<file path="config.mk">
export PLATFORM = sky130hd
export DESIGN_NAME = connection_port_table_core
export DESIGN_NICKNAME = d
export VERILOG_FILES = /design/src/cpt_pkg.sv /design/src/cpt_ram.sv /design/src/cpt_ctrl.sv /design/src/connection_port_table_core.sv
export SDC_FILE = /design/constraint.sdc
export NUM_CORES = 2
export LEC_CHECK = 0
export ABC_AREA = 1
export BUFFER_PORTS_ARGS = -buffer_cell sky130_fd_sc_hd__buf_2
export CAP_MARGIN = 20
export CORE_MARGIN = 2
export CORE_UTILIZATION = 30
export DETAILED_ROUTE_END_ITERATION = 8
export HOLD_SLACK_MARGIN = 0.1
export PLACE_DENSITY = 0.46
export SLEW_MARGIN = 20
export SYNTH_ARGS = -nofsm -noshare
export SYNTH_HDL_FRONTEND = slang
export SYNTH_SLANG_ARGS = --single-unit
</file>
<file path="constraint.sdc">
create_clock -name clk -period 9.9 [get_ports clk]
set_input_delay 0.99 -clock clk [delete_from_list [all_inputs] [get_ports clk]]
set_output_delay 0.99 -clock clk [all_outputs]
set_load 0.02 [all_outputs]
</file>
<file path="src/cpt_pkg.sv">
// Shared types and codes for the connection port table.
package cpt_pkg;

	// Command codes carried on the command port
	typedef enum logic [2:0] {
		CMD_LOOKUP   = 3'd0,
		CMD_DEMUX    = 3'd1,
		CMD_CONNECT  = 3'd2,
		CMD_ANNOUNCE = 3'd3,
		CMD_OPEN     = 3'd4,
		CMD_CLOSE    = 3'd5
	} cmd_t;

	// Result status codes
	typedef enum logic [1:0] {
		STAT_OK      = 2'd0,
		STAT_NOMATCH = 2'd1,
		STAT_INUSE   = 2'd2,
		STAT_NOFREE  = 2'd3
	} status_t;

	// Configuration register indexes
	localparam logic [1:0] CFG_NORMAL_BASE = 2'd0;
	localparam logic [1:0] CFG_PRIV_BASE   = 2'd1;
	localparam logic [1:0] CFG_PORT_LIMIT  = 2'd2;

	// Sequencer states
	typedef enum logic [2:0] {
		S_IDLE,
		S_SCAN,
		S_ENTRY,
		S_ALLOC_CHK,
		S_ALLOC
	} state_t;

	// One table entry as stored in the entry RAM
	typedef struct packed {
		logic        in_use;
		logic [31:0] remote_addr;
		logic [15:0] remote_port;
		logic [15:0] local_port;
	} entry_t;

	localparam int ENTRY_W = $bits(entry_t);

	// Allocation window registers
	typedef struct packed {
		logic [15:0] normal_base;
		logic [15:0] priv_base;
		logic [15:0] limit;
	} cfg_t;

	// Entry RAM access strobes from the sequencer
	typedef struct packed {
		logic rd_en;
		logic wr_en;
		logic clr_en;
	} mem_ctl_t;

endpackage

</file>
<file path="src/cpt_ram.sv">
// Generic single-write, single-read synchronous RAM with registered read data.
module cpt_ram #(
	parameter int WIDTH = 8,
	parameter int DEPTH = 16,
	localparam int AW = (DEPTH > 1) ? $clog2(DEPTH) : 1
) (
	input  logic             clk,
	input  logic             we,
	input  logic [AW-1:0]    waddr,
	input  logic [WIDTH-1:0] wdata,
	input  logic             re,
	input  logic [AW-1:0]    raddr,
	output logic [WIDTH-1:0] rdata
);

	logic [WIDTH-1:0] mem [DEPTH];

	// Write one word, and read one word into the registered read data
	always_ff @(posedge clk) begin
		if (we) begin
			mem[waddr] <= wdata;
		end
		if (re) begin
			rdata <= mem[raddr];
		end
	end

endmodule

</file>
<file path="src/cpt_ctrl.sv">
// Command sequencer: entry scans, port allocation and read-modify-write of entries.
module cpt_ctrl #(
	parameter int ENTRIES = 16,
	localparam int AW = (ENTRIES > 1) ? $clog2(ENTRIES) : 1,
	localparam int CW = AW + 1
) (
	input  logic                clk,
	input  logic                arst_n,
	input  logic                start,
	output logic                busy,
	input  logic [2:0]          command,
	input  logic [3:0]          entry,
	input  logic [15:0]         local_port,
	input  logic [15:0]         remote_port,
	input  logic [31:0]         remote_addr,
	input  logic                privileged,
	input  cpt_pkg::cfg_t       cfg,
	output cpt_pkg::mem_ctl_t   mem_ctl,
	output logic [AW-1:0]       rd_addr,
	output logic [AW-1:0]       wr_addr,
	output cpt_pkg::entry_t     wr_data,
	input  cpt_pkg::entry_t     rd_data,
	output logic                done,
	output logic                found,
	output logic [3:0]          match_index,
	output logic [15:0]         port,
	output logic [1:0]          status
);

	cpt_pkg::state_t  state_q, state_nxt;
	cpt_pkg::cmd_t    cmd_q;
	logic [3:0]       entry_q;
	logic [15:0]      lp_q;
	logic [15:0]      rp_q;
	logic [31:0]      ra_q;
	logic             priv_q;
	logic [15:0]      cand_q;
	logic             in_use_q;
	logic             taken_q;
	logic [CW-1:0]    cnt_q;
	logic             rd_s1;
	logic [AW-1:0]    idx_s1;
	logic             done_q;
	logic             found_q;
	logic [3:0]       idx_q;
	logic [15:0]      port_q;
	cpt_pkg::status_t status_q;

	logic             accept;
	logic             in_range;
	logic [AW-1:0]    entry_in_a;
	logic [AW-1:0]    entry_a;
	logic             scan_more;
	logic             last_s1;
	logic             lookup_hit;
	logic             demux_hit;
	logic [15:0]      key;
	logic             key_hit;
	logic             sel_hit;
	logic             scan_hit;
	logic             emit;
	logic             emit_found;
	logic [3:0]       emit_idx;
	logic [15:0]      emit_port;
	cpt_pkg::status_t emit_status;
	logic             cnt_clr;
	logic             scan_issue;
	logic             cand_ld;
	logic             cand_inc;
	logic             taken_ld;

	assign busy       = (state_q != cpt_pkg::S_IDLE);
	assign accept     = start && !busy;
	assign in_range   = (32'(entry) < 32'(ENTRIES));
	assign entry_in_a = AW'(entry);
	assign entry_a    = AW'(entry_q);
	assign scan_more  = (cnt_q < CW'(ENTRIES));
	assign last_s1    = rd_s1 && (idx_s1 == AW'(ENTRIES - 1));

	// Compare the entry read in the previous cycle
	assign lookup_hit = (rd_data.local_port == lp_q) && (rd_data.remote_port == rp_q) &&
		((rd_data.remote_addr == ra_q) || (ra_q == 32'd0));
	assign demux_hit  = rd_data.in_use && (rd_data.local_port == lp_q);
	assign key        = (state_q == cpt_pkg::S_ALLOC) ? cand_q : lp_q;
	assign key_hit    = (rd_data.local_port == key);

	always_comb begin
		case (cmd_q)
			cpt_pkg::CMD_LOOKUP: sel_hit = lookup_hit;
			cpt_pkg::CMD_DEMUX:  sel_hit = demux_hit;
			default:             sel_hit = key_hit;
		endcase
	end

	assign scan_hit = rd_s1 && ((state_q == cpt_pkg::S_ALLOC) ? key_hit : sel_hit);

	// Next state, RAM accesses and result
	always_comb begin
		state_nxt   = state_q;
		mem_ctl     = '0;
		rd_addr     = '0;
		wr_addr     = entry_a;
		wr_data     = '0;
		emit        = 1'b0;
		emit_found  = 1'b0;
		emit_idx    = '0;
		emit_port   = '0;
		emit_status = cpt_pkg::STAT_NOMATCH;
		cnt_clr     = 1'b0;
		scan_issue  = 1'b0;
		cand_ld     = 1'b0;
		cand_inc    = 1'b0;
		taken_ld    = 1'b0;
		unique case (state_q)
			cpt_pkg::S_IDLE: begin
				if (accept) begin
					unique case (cpt_pkg::cmd_t'(command))
						cpt_pkg::CMD_LOOKUP, cpt_pkg::CMD_DEMUX: begin
							cnt_clr   = 1'b1;
							state_nxt = cpt_pkg::S_SCAN;
						end
						cpt_pkg::CMD_ANNOUNCE: begin
							if (in_range) begin
								cnt_clr   = 1'b1;
								state_nxt = cpt_pkg::S_SCAN;
							end else begin
								emit     = 1'b1;
								emit_idx = entry;
							end
						end
						cpt_pkg::CMD_CONNECT, cpt_pkg::CMD_OPEN: begin
							if (in_range) begin
								mem_ctl.rd_en = 1'b1;
								rd_addr       = entry_in_a;
								state_nxt     = cpt_pkg::S_ENTRY;
							end else begin
								emit     = 1'b1;
								emit_idx = entry;
							end
						end
						cpt_pkg::CMD_CLOSE: begin
							// drop the entry by clearing its valid bit
							emit     = 1'b1;
							emit_idx = entry;
							if (in_range) begin
								mem_ctl.clr_en = 1'b1;
								wr_addr        = entry_in_a;
								emit_found     = 1'b1;
								emit_status    = cpt_pkg::STAT_OK;
							end
						end
						default: begin
							emit = 1'b1;
						end
					endcase
				end
			end
			cpt_pkg::S_SCAN: begin
				if (scan_hit) begin
					case (cmd_q)
						cpt_pkg::CMD_LOOKUP: begin
							emit        = 1'b1;
							emit_found  = 1'b1;
							emit_idx    = 4'(idx_s1);
							emit_port   = lp_q;
							emit_status = cpt_pkg::STAT_OK;
							state_nxt   = cpt_pkg::S_IDLE;
						end
						cpt_pkg::CMD_DEMUX: begin
							mem_ctl.wr_en       = 1'b1;
							wr_addr             = idx_s1;
							wr_data.in_use      = 1'b1;
							wr_data.remote_addr = ra_q;
							wr_data.remote_port = rp_q;
							wr_data.local_port  = rd_data.local_port;
							emit                = 1'b1;
							emit_found          = 1'b1;
							emit_idx            = 4'(idx_s1);
							emit_port           = lp_q;
							emit_status         = cpt_pkg::STAT_OK;
							state_nxt           = cpt_pkg::S_IDLE;
						end
						default: begin
							taken_ld      = 1'b1;
							mem_ctl.rd_en = 1'b1;
							rd_addr       = entry_a;
							state_nxt     = cpt_pkg::S_ENTRY;
						end
					endcase
				end else if (last_s1) begin
					if (cmd_q == cpt_pkg::CMD_ANNOUNCE) begin
						taken_ld      = 1'b1;
						mem_ctl.rd_en = 1'b1;
						rd_addr       = entry_a;
						state_nxt     = cpt_pkg::S_ENTRY;
					end else begin
						emit      = 1'b1;
						state_nxt = cpt_pkg::S_IDLE;
					end
				end else if (scan_more) begin
					scan_issue    = 1'b1;
					mem_ctl.rd_en = 1'b1;
					rd_addr       = cnt_q[AW-1:0];
				end
			end
			cpt_pkg::S_ENTRY: begin
				state_nxt = cpt_pkg::S_IDLE;
				emit_idx  = entry_q;
				case (cmd_q)
					cpt_pkg::CMD_CONNECT: begin
						if (rd_data.local_port != 16'd0) begin
							mem_ctl.wr_en       = 1'b1;
							wr_data.in_use      = rd_data.in_use;
							wr_data.remote_addr = ra_q;
							wr_data.remote_port = rp_q;
							wr_data.local_port  = rd_data.local_port;
							emit                = 1'b1;
							emit_found          = 1'b1;
							emit_port           = rd_data.local_port;
							emit_status         = cpt_pkg::STAT_OK;
						end else begin
							cand_ld   = 1'b1;
							state_nxt = cpt_pkg::S_ALLOC_CHK;
						end
					end
					cpt_pkg::CMD_ANNOUNCE: begin
						emit = 1'b1;
						if (taken_q) begin
							emit_port   = rd_data.local_port;
							emit_status = cpt_pkg::STAT_INUSE;
						end else begin
							mem_ctl.wr_en      = 1'b1;
							wr_data            = rd_data;
							wr_data.local_port = lp_q;
							emit_found         = 1'b1;
							emit_port          = lp_q;
							emit_status        = cpt_pkg::STAT_OK;
						end
					end
					default: begin
						// open
						mem_ctl.wr_en  = 1'b1;
						wr_data        = rd_data;
						wr_data.in_use = 1'b1;
						emit           = 1'b1;
						emit_found     = 1'b1;
						emit_port      = rd_data.local_port;
						emit_status    = cpt_pkg::STAT_OK;
					end
				endcase
			end
			cpt_pkg::S_ALLOC_CHK: begin
				if (cand_q >= cfg.limit) begin
					// no free port: still record the remote side
					mem_ctl.wr_en       = 1'b1;
					wr_data.in_use      = in_use_q;
					wr_data.remote_addr = ra_q;
					wr_data.remote_port = rp_q;
					emit                = 1'b1;
					emit_idx            = entry_q;
					emit_status         = cpt_pkg::STAT_NOFREE;
					state_nxt           = cpt_pkg::S_IDLE;
				end else begin
					cnt_clr   = 1'b1;
					state_nxt = cpt_pkg::S_ALLOC;
				end
			end
			cpt_pkg::S_ALLOC: begin
				if (scan_hit) begin
					cand_inc  = 1'b1;
					state_nxt = cpt_pkg::S_ALLOC_CHK;
				end else if (last_s1) begin
					mem_ctl.wr_en       = 1'b1;
					wr_data.in_use      = in_use_q;
					wr_data.remote_addr = ra_q;
					wr_data.remote_port = rp_q;
					wr_data.local_port  = cand_q;
					emit                = 1'b1;
					emit_found          = 1'b1;
					emit_idx            = entry_q;
					emit_port           = cand_q;
					emit_status         = cpt_pkg::STAT_OK;
					state_nxt           = cpt_pkg::S_IDLE;
				end else if (scan_more) begin
					scan_issue    = 1'b1;
					mem_ctl.rd_en = 1'b1;
					rd_addr       = cnt_q[AW-1:0];
				end
			end
			default: begin
				state_nxt = cpt_pkg::S_IDLE;
			end
		endcase
	end

	// Control registers
	always_ff @(posedge clk or negedge arst_n) begin
		if (!arst_n) begin
			state_q <= cpt_pkg::S_IDLE;
			cnt_q   <= '0;
			rd_s1   <= 1'b0;
			done_q  <= 1'b0;
		end else begin
			state_q <= state_nxt;
			rd_s1   <= scan_issue;
			done_q  <= emit;
			if (cnt_clr) begin
				cnt_q <= '0;
			end else if (scan_issue) begin
				cnt_q <= cnt_q + CW'(1);
			end
		end
	end

	// Hold the command word, scan index, candidate port, entry flags and result word
	always_ff @(posedge clk) begin
		if (accept) begin
			cmd_q   <= cpt_pkg::cmd_t'(command);
			entry_q <= entry;
			lp_q    <= local_port;
			rp_q    <= remote_port;
			ra_q    <= remote_addr;
			priv_q  <= privileged;
		end
		idx_s1 <= cnt_q[AW-1:0];
		if (cand_ld) begin
			cand_q <= priv_q ? cfg.priv_base : cfg.normal_base;
		end else if (cand_inc) begin
			cand_q <= cand_q + 16'd1;
		end
		if (state_q == cpt_pkg::S_ENTRY) begin
			in_use_q <= rd_data.in_use;
		end
		if (taken_ld) begin
			taken_q <= scan_hit;
		end
		if (emit) begin
			found_q  <= emit_found;
			idx_q    <= emit_idx;
			port_q   <= emit_port;
			status_q <= emit_status;
		end
	end

	assign done        = done_q;
	assign found       = found_q;
	assign match_index = idx_q;
	assign port        = port_q;
	assign status      = status_q;

endmodule

</file>
<file path="src/connection_port_table_core.sv">
// Connection port table top level: config registers, entry valid bits, entry RAM, sequencer.
//
// One command is taken when start is high and busy is low; its result word appears on
// found, match_index, port and status for exactly one cycle with done high, and must be
// taken in that cycle. Close, unknown commands and out-of-range connect, announce and open
// finish without raising busy, with the result word registered in the cycle after the
// command is taken. Open and a connect to an entry that already has a local port read the
// entry, then write it back. Lookup and demux scan the table in order, one entry per cycle
// through the single read port of the entry RAM, stopping at the first match. Announce
// scans the table for its port, then reads the entry and writes the port unless it is
// taken. A connect that allocates a port rescans the table for every candidate port that
// is already taken, at most ENTRIES+1 candidates. The table is empty right after reset
// with no clearing pass: per-entry valid bits mark written entries.
module connection_port_table_core #(
	parameter int ENTRIES = 16
) (
	input  logic        clk,
	input  logic        arst_n,
	input  logic        start,
	output logic        busy,
	input  logic [2:0]  command,
	input  logic [3:0]  entry,
	input  logic [15:0] local_port,
	input  logic [15:0] remote_port,
	input  logic [31:0] remote_addr,
	input  logic        privileged,
	input  logic        cfg_valid,
	output logic        cfg_ready,
	input  logic [1:0]  cfg_index,
	input  logic [15:0] cfg_data,
	output logic        done,
	output logic        found,
	output logic [3:0]  match_index,
	output logic [15:0] port,
	output logic [1:0]  status
);

	localparam int AW = (ENTRIES > 1) ? $clog2(ENTRIES) : 1;

	cpt_pkg::cfg_t                  cfg_q;
	logic [ENTRIES-1:0]             valid_q;
	logic                           rd_vld_s1;
	cpt_pkg::mem_ctl_t              mem_ctl;
	logic [AW-1:0]                  rd_addr;
	logic [AW-1:0]                  wr_addr;
	cpt_pkg::entry_t                wr_data;
	logic [cpt_pkg::ENTRY_W-1:0]    ram_rdata;
	cpt_pkg::entry_t                rd_data;

	assign cfg_ready = 1'b1;

	// Write configuration registers
	always_ff @(posedge clk or negedge arst_n) begin
		if (!arst_n) begin
			cfg_q.normal_base <= 16'd5000;
			cfg_q.priv_base   <= 16'd600;
			cfg_q.limit       <= 16'd65535;
		end else if (cfg_valid && cfg_ready) begin
			unique case (cfg_index)
				cpt_pkg::CFG_NORMAL_BASE: cfg_q.normal_base <= cfg_data;
				cpt_pkg::CFG_PRIV_BASE:   cfg_q.priv_base   <= cfg_data;
				cpt_pkg::CFG_PORT_LIMIT:  cfg_q.limit       <= cfg_data;
				default: ;
			endcase
		end
	end

	// Track written entries; an unwritten entry reads as all zero
	always_ff @(posedge clk or negedge arst_n) begin
		if (!arst_n) begin
			valid_q   <= '0;
			rd_vld_s1 <= 1'b0;
		end else begin
			if (mem_ctl.wr_en) begin
				valid_q[wr_addr] <= 1'b1;
			end else if (mem_ctl.clr_en) begin
				valid_q[wr_addr] <= 1'b0;
			end
			if (mem_ctl.rd_en) begin
				rd_vld_s1 <= valid_q[rd_addr];
			end
		end
	end

	assign rd_data = rd_vld_s1 ? cpt_pkg::entry_t'(ram_rdata) : '0;

	cpt_ram #(
		.WIDTH (cpt_pkg::ENTRY_W),
		.DEPTH (ENTRIES)
	) u_ram (
		.clk   (clk),
		.we    (mem_ctl.wr_en),
		.waddr (wr_addr),
		.wdata (wr_data),
		.re    (mem_ctl.rd_en),
		.raddr (rd_addr),
		.rdata (ram_rdata)
	);

	cpt_ctrl #(
		.ENTRIES (ENTRIES)
	) u_ctrl (
		.clk         (clk),
		.arst_n      (arst_n),
		.start       (start),
		.busy        (busy),
		.command     (command),
		.entry       (entry),
		.local_port  (local_port),
		.remote_port (remote_port),
		.remote_addr (remote_addr),
		.privileged  (privileged),
		.cfg         (cfg_q),
		.mem_ctl     (mem_ctl),
		.rd_addr     (rd_addr),
		.wr_addr     (wr_addr),
		.wr_data     (wr_data),
		.rd_data     (rd_data),
		.done        (done),
		.found       (found),
		.match_index (match_index),
		.port        (port),
		.status      (status)
	);

`ifndef SYNTH
	// Every command that ends its busy period delivers a result word
	a_fall_done: assert property (@(posedge clk) disable iff (!arst_n)
		$fell(busy) |-> done)
		else $error("busy dropped without a result word");

	// A result word is only shown once the sequencer is back to idle
	a_done_idle: assert property (@(posedge clk) disable iff (!arst_n)
		done |-> !busy)
		else $error("result word shown while busy");

	// Found and an ok status go together
	a_found_ok: assert property (@(posedge clk) disable iff (!arst_n)
		done |-> (found == (status == cpt_pkg::STAT_OK)))
		else $error("found and status disagree");

	// The RAM is never read and written in the same cycle
	a_no_wr_scan: assert property (@(posedge clk) disable iff (!arst_n)
		(mem_ctl.wr_en || mem_ctl.clr_en) |-> !mem_ctl.rd_en)
		else $error("entry RAM read and write in the same cycle");
`endif

endmodule

</file>
### Yosys cells after proc, flatten, opt, wreduce, memory -nomap -nowiden

Memories as Yosys holds them, arrays and structs flattened. A register that Yosys moved wholly into a read port is not among the register bits.
Index checks and enable logic that the tools add are counted.

| word-level totals | value |
|---|---|
| memories | 1 |
| flip-flop bits (word level) | 192 |
| bits in writable memories | 1040 |
| output and inout bits | 26 |

Memories:

| memory | words | width | read ports | clocked after Yosys merged registers in | write ports | line | source |
|---|---|---|---|---|---|---|---|
| u_ram.mem | 16 | 65 | 1 | 1 | 1 | cpt_ram.sv:16 | `logic [WIDTH-1:0] mem [DEPTH];` |

| cells by class | value |
|---|---|
| add/sub/neg operators | 2 |
| magnitude comparators | 5 |
| reductions and logical operators | 28 |
| equal/unequal tests | 23 |
| bitwise operators | 3 |
| multiplexer cells | 127 |

Operators by type and width:

| cell | count |
|---|---|
| two-way mux 65 bit | 7 |
| one-hot mux 49 bit (4 select lines) | 1 |
| two-way mux 16 bit | 12 |
| one-hot mux 65 bit (2 select lines) | 1 |
| one-hot mux 16 bit (3 select lines) | 2 |
| two-way mux 4 bit | 20 |
| two-way mux 49 bit | 1 |
| == test 16 bit | 3 |
| two-way mux 1 bit | 48 |
| == test 32 bit | 1 |
| logical NOT 32 bit | 1 |
| one-hot mux 16 bit (2 select lines) | 1 |
| two-way mux 3 bit | 7 |
| one-hot mux 4 bit (5 select lines) | 1 |
| == test 3 x 2 -> 1 bit (second input constant) | 6 |
| two-way mux 2 bit | 9 |
| adder 16 x 1 -> 16 bit (second input constant) | 1 |
| bitwise AND 16 bit | 1 |
| greater-or-equal comparator 16 bit | 1 |
| inverter 16 bit | 1 |
| OR 16 bit | 1 |
| nonzero test 16 bit | 1 |
| one-hot mux 3 bit (5 select lines) | 1 |
| one-hot mux 4 bit (3 select lines) | 1 |
| 35 further kinds | 59 |

### Depth between registers and ports, before layout

| depth | value |
|---|---|
| word-level depth | 17 |
| mapped depth | 30 |
| gate-level depth less buffers | 26 |

### Cells and area by module

A second synthesis with hierarchy kept.

| unflattened totals | value |
|---|---|
| cell total of the unflattened synthesis | 5990 |
| area, all modules | 59056.6 um^2 |

Modules (own cells, without submodules):

| module | seq. area each (um^2) | instances | area each (um^2) | cells an instance |
|---|---|---|---|---|
| cpt_ram | 33181.8 | 1 | 46708.5 | 4278 |
| cpt_ctrl | 3723.6 | 1 | 9140.0 | 1276 |
| connection_port_table_core | 1657.8 | 1 | 3208.1 | 436 |

### Worst setup path after synthesis

No wires, ideal clock.

| timing path | value |
|---|---|
| path type | input -> register |
| from | in start |
| to | mem u_ram.mem[0][0] (netlist name), enable pin |
| stages on the path | 12 |
| data arrival time | 7.129 ns |
| path slack | 2.352 ns |
| required time | 9.481 ns |
| setup time | 0.419 ns |
| buffers on the path | 0 |
| path through | inv_1 nor2_1 nand2_1 inv_1 nor2_1 a211oi_1 nand2_1 o21ai_0 nand2_1 nor2_1 nand2_1 inv_1 |

| on the way | value |
|---|---|
| longest elaborated chain between the ends | 3 |

RTL lines:

| item | line | source |
|---|---|---|
| start, declared | connection_port_table_core.sv:19 | `input logic start,` |
| logical AND 1 bit | cpt_ctrl.sv:73 | `assign accept = start && !busy;` |
| net u_ctrl.accept | cpt_ctrl.sv:49 | `logic accept;` |
| two-way mux 4 bit | cpt_ctrl.sv:116 | `if (accept) begin` |
| one-hot mux 4 bit (2 select lines) | cpt_ctrl.sv:114 | `unique case (state_q)` |
| end, declared | cpt_ram.sv:16 |  |

The timed path passes the listed nets, and every way through them passes these cells.

### Final worst setup path

| timing path | value |
|---|---|
| from | reg rd_vld_s1 |
| to | mem u_ram.mem[3][27] (netlist name), enable pin |

| on the way | value |
|---|---|
| longest elaborated chain between the ends | 11 |
| elaborated cells between the ends (all ways) | 22 |

RTL lines:

| item | line | source |
|---|---|---|
| start, declared | connection_port_table_core.sv:42 | `logic rd_vld_s1;` |
| start signal, assigned | connection_port_table_core.sv:80 | `rd_vld_s1 <= valid_q[rd_addr];` |
| two-way mux 65 bit * | connection_port_table_core.sv:85 | `assign rd_data = rd_vld_s1 ? cpt_pkg::entry_t'(ram_rdata) : '0;` |
| == test 32 bit, or another cell as far along | cpt_ctrl.sv:82 | `((rd_data.remote_addr == ra_q) \|\| (ra_q == 32'd0));` |
| logical OR 1 bit / logical AND 1 bit (equally long branches) | cpt_ctrl.sv:82, cpt_ctrl.sv:81 |  |
| logical AND 1 bit | cpt_ctrl.sv:81 | `assign lookup_hit = (rd_data.local_port == lp_q) && (rd_data.remote_port == rp_q) &&` |
| one-hot mux 1 bit (2 select lines) | cpt_ctrl.sv:88 | `case (cmd_q)` |
| two-way mux 1 bit | cpt_ctrl.sv:95 | `assign scan_hit = rd_s1 && ((state_q == cpt_pkg::S_ALLOC) ? key_hit : sel_hit);` |
| logical AND 1 bit | cpt_ctrl.sv:95 |  |
| two-way mux 2 bit / two-way mux 1 bit (equally long branches) | cpt_ctrl.sv:269, cpt_ctrl.sv:159 |  |
| one-hot mux 1 bit (4 select lines) | cpt_ctrl.sv:114 |  |
| two-way mux 1 bit | cpt_ram.sv:20 | `if (we) begin` |
| two-way mux 1 bit (not written as such) | cpt_ram.sv:21 | `mem[waddr] <= wdata;` |

Mark *: on every way between the ends. The rest lies on a longest branch, timed or not.

==> flow_metrics.env <==
export IMPL_cts_resized=0
export IMPL_synth_area_leaders="edfxtp_1, nand2_1, nand3_1"
export IMPL_die_width_um=433
export IMPL_dr_total_vias=37158
export IMPL_ys_flop_type="edfxtp_1"
export IMPL_crit_start="rd_vld_s1$_DFFE_PN0P_"
export IMPL_via_per_inst=4.87
export IMPL_finalWirelength_um=162000
export IMPL_finClkSkew_ns=0.0391
export IMPL_fp_dieArea_sq_um=187000
export IMPL_setup_violations=0
export IMPL_rsz0062_at_grt="false"
export IMPL_htree_levels=4
export IMPL_finalHoldViolCount=0
export IMPL_post_drt_wl_per_cell_um=21.2
export IMPL_clkTransAtPathRegs_ns=0.06
export IMPL_diodes=0
export IMPL_pwr_share_comb_pct=26.9
export IMPL_area_growth_pct=14.1
export IMPL_setup_ws_ns=3.11
export IMPL_power_frac_clock_pct=30.9
export IMPL_clock_sinks=1297
export IMPL_grtUsageMet3_pct=2.31
export IMPL_cts_max_path_buffers=3
export IMPL_grt_max_degree=180
export IMPL_synth_top_cell_area_share_pct=66.3
export IMPL_postCtsSetupBuffers=0
export IMPL_tightest_slew_ns=1.14
export IMPL_sw_frac_of_total_pct=35.1
export IMPL_grt_met2_usage_pct=27.9
export IMPL_fin_util_pct=34.4
export IMPL_fin_setup_tns_ns=0
export IMPL_grt_use_met1_pct=23.8
export IMPL_port_buffers=118
export IMPL_reg2reg_slack_ns=3.11
export IMPL_synth_cell_types=46
export IMPL_yosysWarnings=0
export IMPL_drc=0
export IMPL_drtIter0Drc=3045
export IMPL_grt_pass1_vias=35930
export IMPL_mostFrequentLayoutCells="nand2_1, edfxtp_1, nand3_1"
export IMPL_n_fill_cell=18231
export IMPL_coreArea_sq_um=183000
export IMPL_synth_top_area_cell="edfxtp_1"
export IMPL_fin_crit_ns=6.79
export IMPL_final_common_cell="nand2_1"
export IMPL_worstSetupPathType="reg -> reg"
export IMPL_ys_seq_area_share_pct=69.9
export IMPL_crit_fanout=86
export IMPL_hp_class="in -> async"
export IMPL_grt_ovfl_total=0
export IMPL_p_switching_mw=5.94
export IMPL_grt_pass1_wl_um=241000
export IMPL_max_freq_mhz=147
export IMPL_synth_area_sq_um=55200
export IMPL_dp_slack_ns=3.07
export IMPL_cp_start_kind="flip-flop"
export IMPL_drtAntennaViolNets=0
export IMPL_busiest_layer="met2"
export IMPL_hold_buffers=0
export IMPL_cts_tree="done"
export IMPL_hold_slack_ns=0.260
export IMPL_synth_seq_cells=1297
export IMPL_crit_required_ns=10.32
export IMPL_power_density_nw_per_um2=269
export IMPL_grt_antenna_before_repair=6
export IMPL_drive_gt1_share_pct=9.67
export IMPL_syn_nets=5068
export IMPL_ios=120
export IMPL_dp_hpwl_um=89100
export IMPL_syn_inst=4956
export IMPL_post_route_period_util_pct=68.6
export IMPL_placement_rows=157
export IMPL_grt_total_usage_pct=17.1
export IMPL_outcome="complete, no violations"
export IMPL_final_max_slew_viol_count=0
export IMPL_insertion_delay_ns=0.79
export IMPL_seq_power_share_pct=42.3
export IMPL_synth_edff_count=1218
export IMPL_async_reset_ff_share_pct=5.78
export IMPL_maxCapViolations=0
export IMPL_end_kind="flip-flop"
export IMPL_nets=5156
export IMPL_worstPathArrival_ns=7.21
export IMPL_cts_root_buf="clkbuf_16"
export IMPL_leakage_nw=23.2
export IMPL_gp_congestion=0.837
export IMPL_start_util_pct=30.2
export IMPL_vdd_drop_max_uv=195
export IMPL_die_height_um=433
export IMPL_regToRegStartpoint="rd_vld_s1$_DFFE_PN0P_"
export IMPL_internal_power_mw=11.0
export IMPL_detail_route_first_pass_iterations=8
export IMPL_slew_headroom_pct=24.1
export IMPL_cts_buffers=149
export IMPL_avgSynthCellArea_sq_um=11.1
-- synthesized netlist by cell type (3+ instances only) --
cell type  instances
a211oi_1           3
a21oi_1           44
a22oi_1            8
a31oi_1            4
buf_1             14
buf_2            163
buf_4             14
buf_6             16
clkbuf_1          71
dfrtp_1           50
dfstp_2           25
dfxtp_1            4
edfxtp_1        1218
ha_1              18
inv_1            209
inv_2             10
mux2i_1            7
nand2_1         1605
nand2_2            8
nand3_1          990
nand4_1           13
nor2_1           107
nor2_2             3
nor2_4             3
nor3_1            10
nor4_1            10
o211ai_1           7
o21a_1            67
o21ai_0          141
o21ai_1            6
o221ai_1          19
o22ai_1           49
o31ai_1            3
xor2_1            22
-- layer usage --
layer  vias to the layer above  wire length, um
li1                      17542                -
met1                     18456            74600
met2                       928            76100
met3                       230             7190
met4                         2             3830
met5                         -               20
-- critical path, cell delays in order (launching register included) --
cell and delay, ns:
dfrtp_4 1.13, buf_4 0.54, nand2_1 0.25, xor2_1 0.20, nor2_1 0.13, nand2_1 0.07
nor2_1 0.18, nand2_1 0.07, nor2_1 0.15, nand2_1 0.09, nand2_2 0.12, nand3_2 0.22
nor2_1 0.21, nand2_1 0.20, nor2_1 0.30, nor2_4 0.06, buf_4 0.35, nand2_1 0.57
nand3_1 0.23, inv_4 0.73, buf_4 0.50
-- path summary, 6_finish.rpt --
check | to | cells after the start
min in group clk | u_ctrl.ra_q[8]$_DFFE_PP_ | 1
max in group asynchronous | rd_vld_s1$_DFFE_PN0P_ | 1
worst min register to register | u_ctrl.idx_s1[3]$_DFF_P_ | 0
worst min-delay path | cfg_q[36]$_DFFE_PN0P_ | 1
worst max-delay path | u_ram.mem[3][27]$_DFFE_PP_ | 20
worst max register to register | u_ram.mem[3][27]$_DFFE_PP_ | 20
-- cells by family after synthesis --
logic type / Yosys count / synth area share, %
AO/OA/AOI/OAI: 358 / 3.94
XOR/XNOR: 22 / 0.349
adder cells (fa/ha/maj): 18 / 0.408
buffers and inverters: 499 / 4.08
flip-flops: 1297 / 69.9
multiplexers: 7 / 0.127
other: 1 / 0.00679
AND/OR/NAND/NOR: 2754 / 21.2
-- metrics by stage --
stage	instances	area, sq um	total power, mW
2_1_floorplan	4956	55200	10.2
3_3_place_gp	7357	58400	11.8
3_5_place_dp	7357	58400	11.8
4_1_cts	7623	63000	17.1
5_1_grt	7623	63000	17.8
6_report	7623	63000	16.9
-- registers in the layout, indices dropped and copies added, names as in the netlist, 5 cells and up, named ones only --
| register | count |
|---|---|
| cfg_q | 48 |
| u_ctrl.cand_q | 16 |
| u_ctrl.cnt_q | 5 |
| u_ctrl.lp_q | 16 |
| u_ctrl.port | 16 |
| u_ctrl.ra_q | 32 |
| u_ctrl.rp_q | 16 |
| u_ram.mem | 1040 |
| u_ram.rdata | 65 |
-- power groups by stage --
stage	clock (mW)	sequential, mW	combinational (mW)
after floorplan	0	7.12	3.10
after global placement	0	7.26	4.57
after detailed placement	0	7.25	4.58
after CTS	5.34	7.15	4.60
after global routing	5.54	7.19	5.07
final	5.23	7.15	4.54
-- area by class of cell --
type	count	area, sq um	area share, %
sequential	1297	38600	61.2
multi-input combinational	3160	14500	23.0
clock buffer	200	4040	6.41
tap	2464	3080	4.89
timing repair buffer	215	1410	2.24
inverter	221	902	1.43
clock inverter	66	505	0.802
No activity file was read; power rests on OpenSTA's default activity.
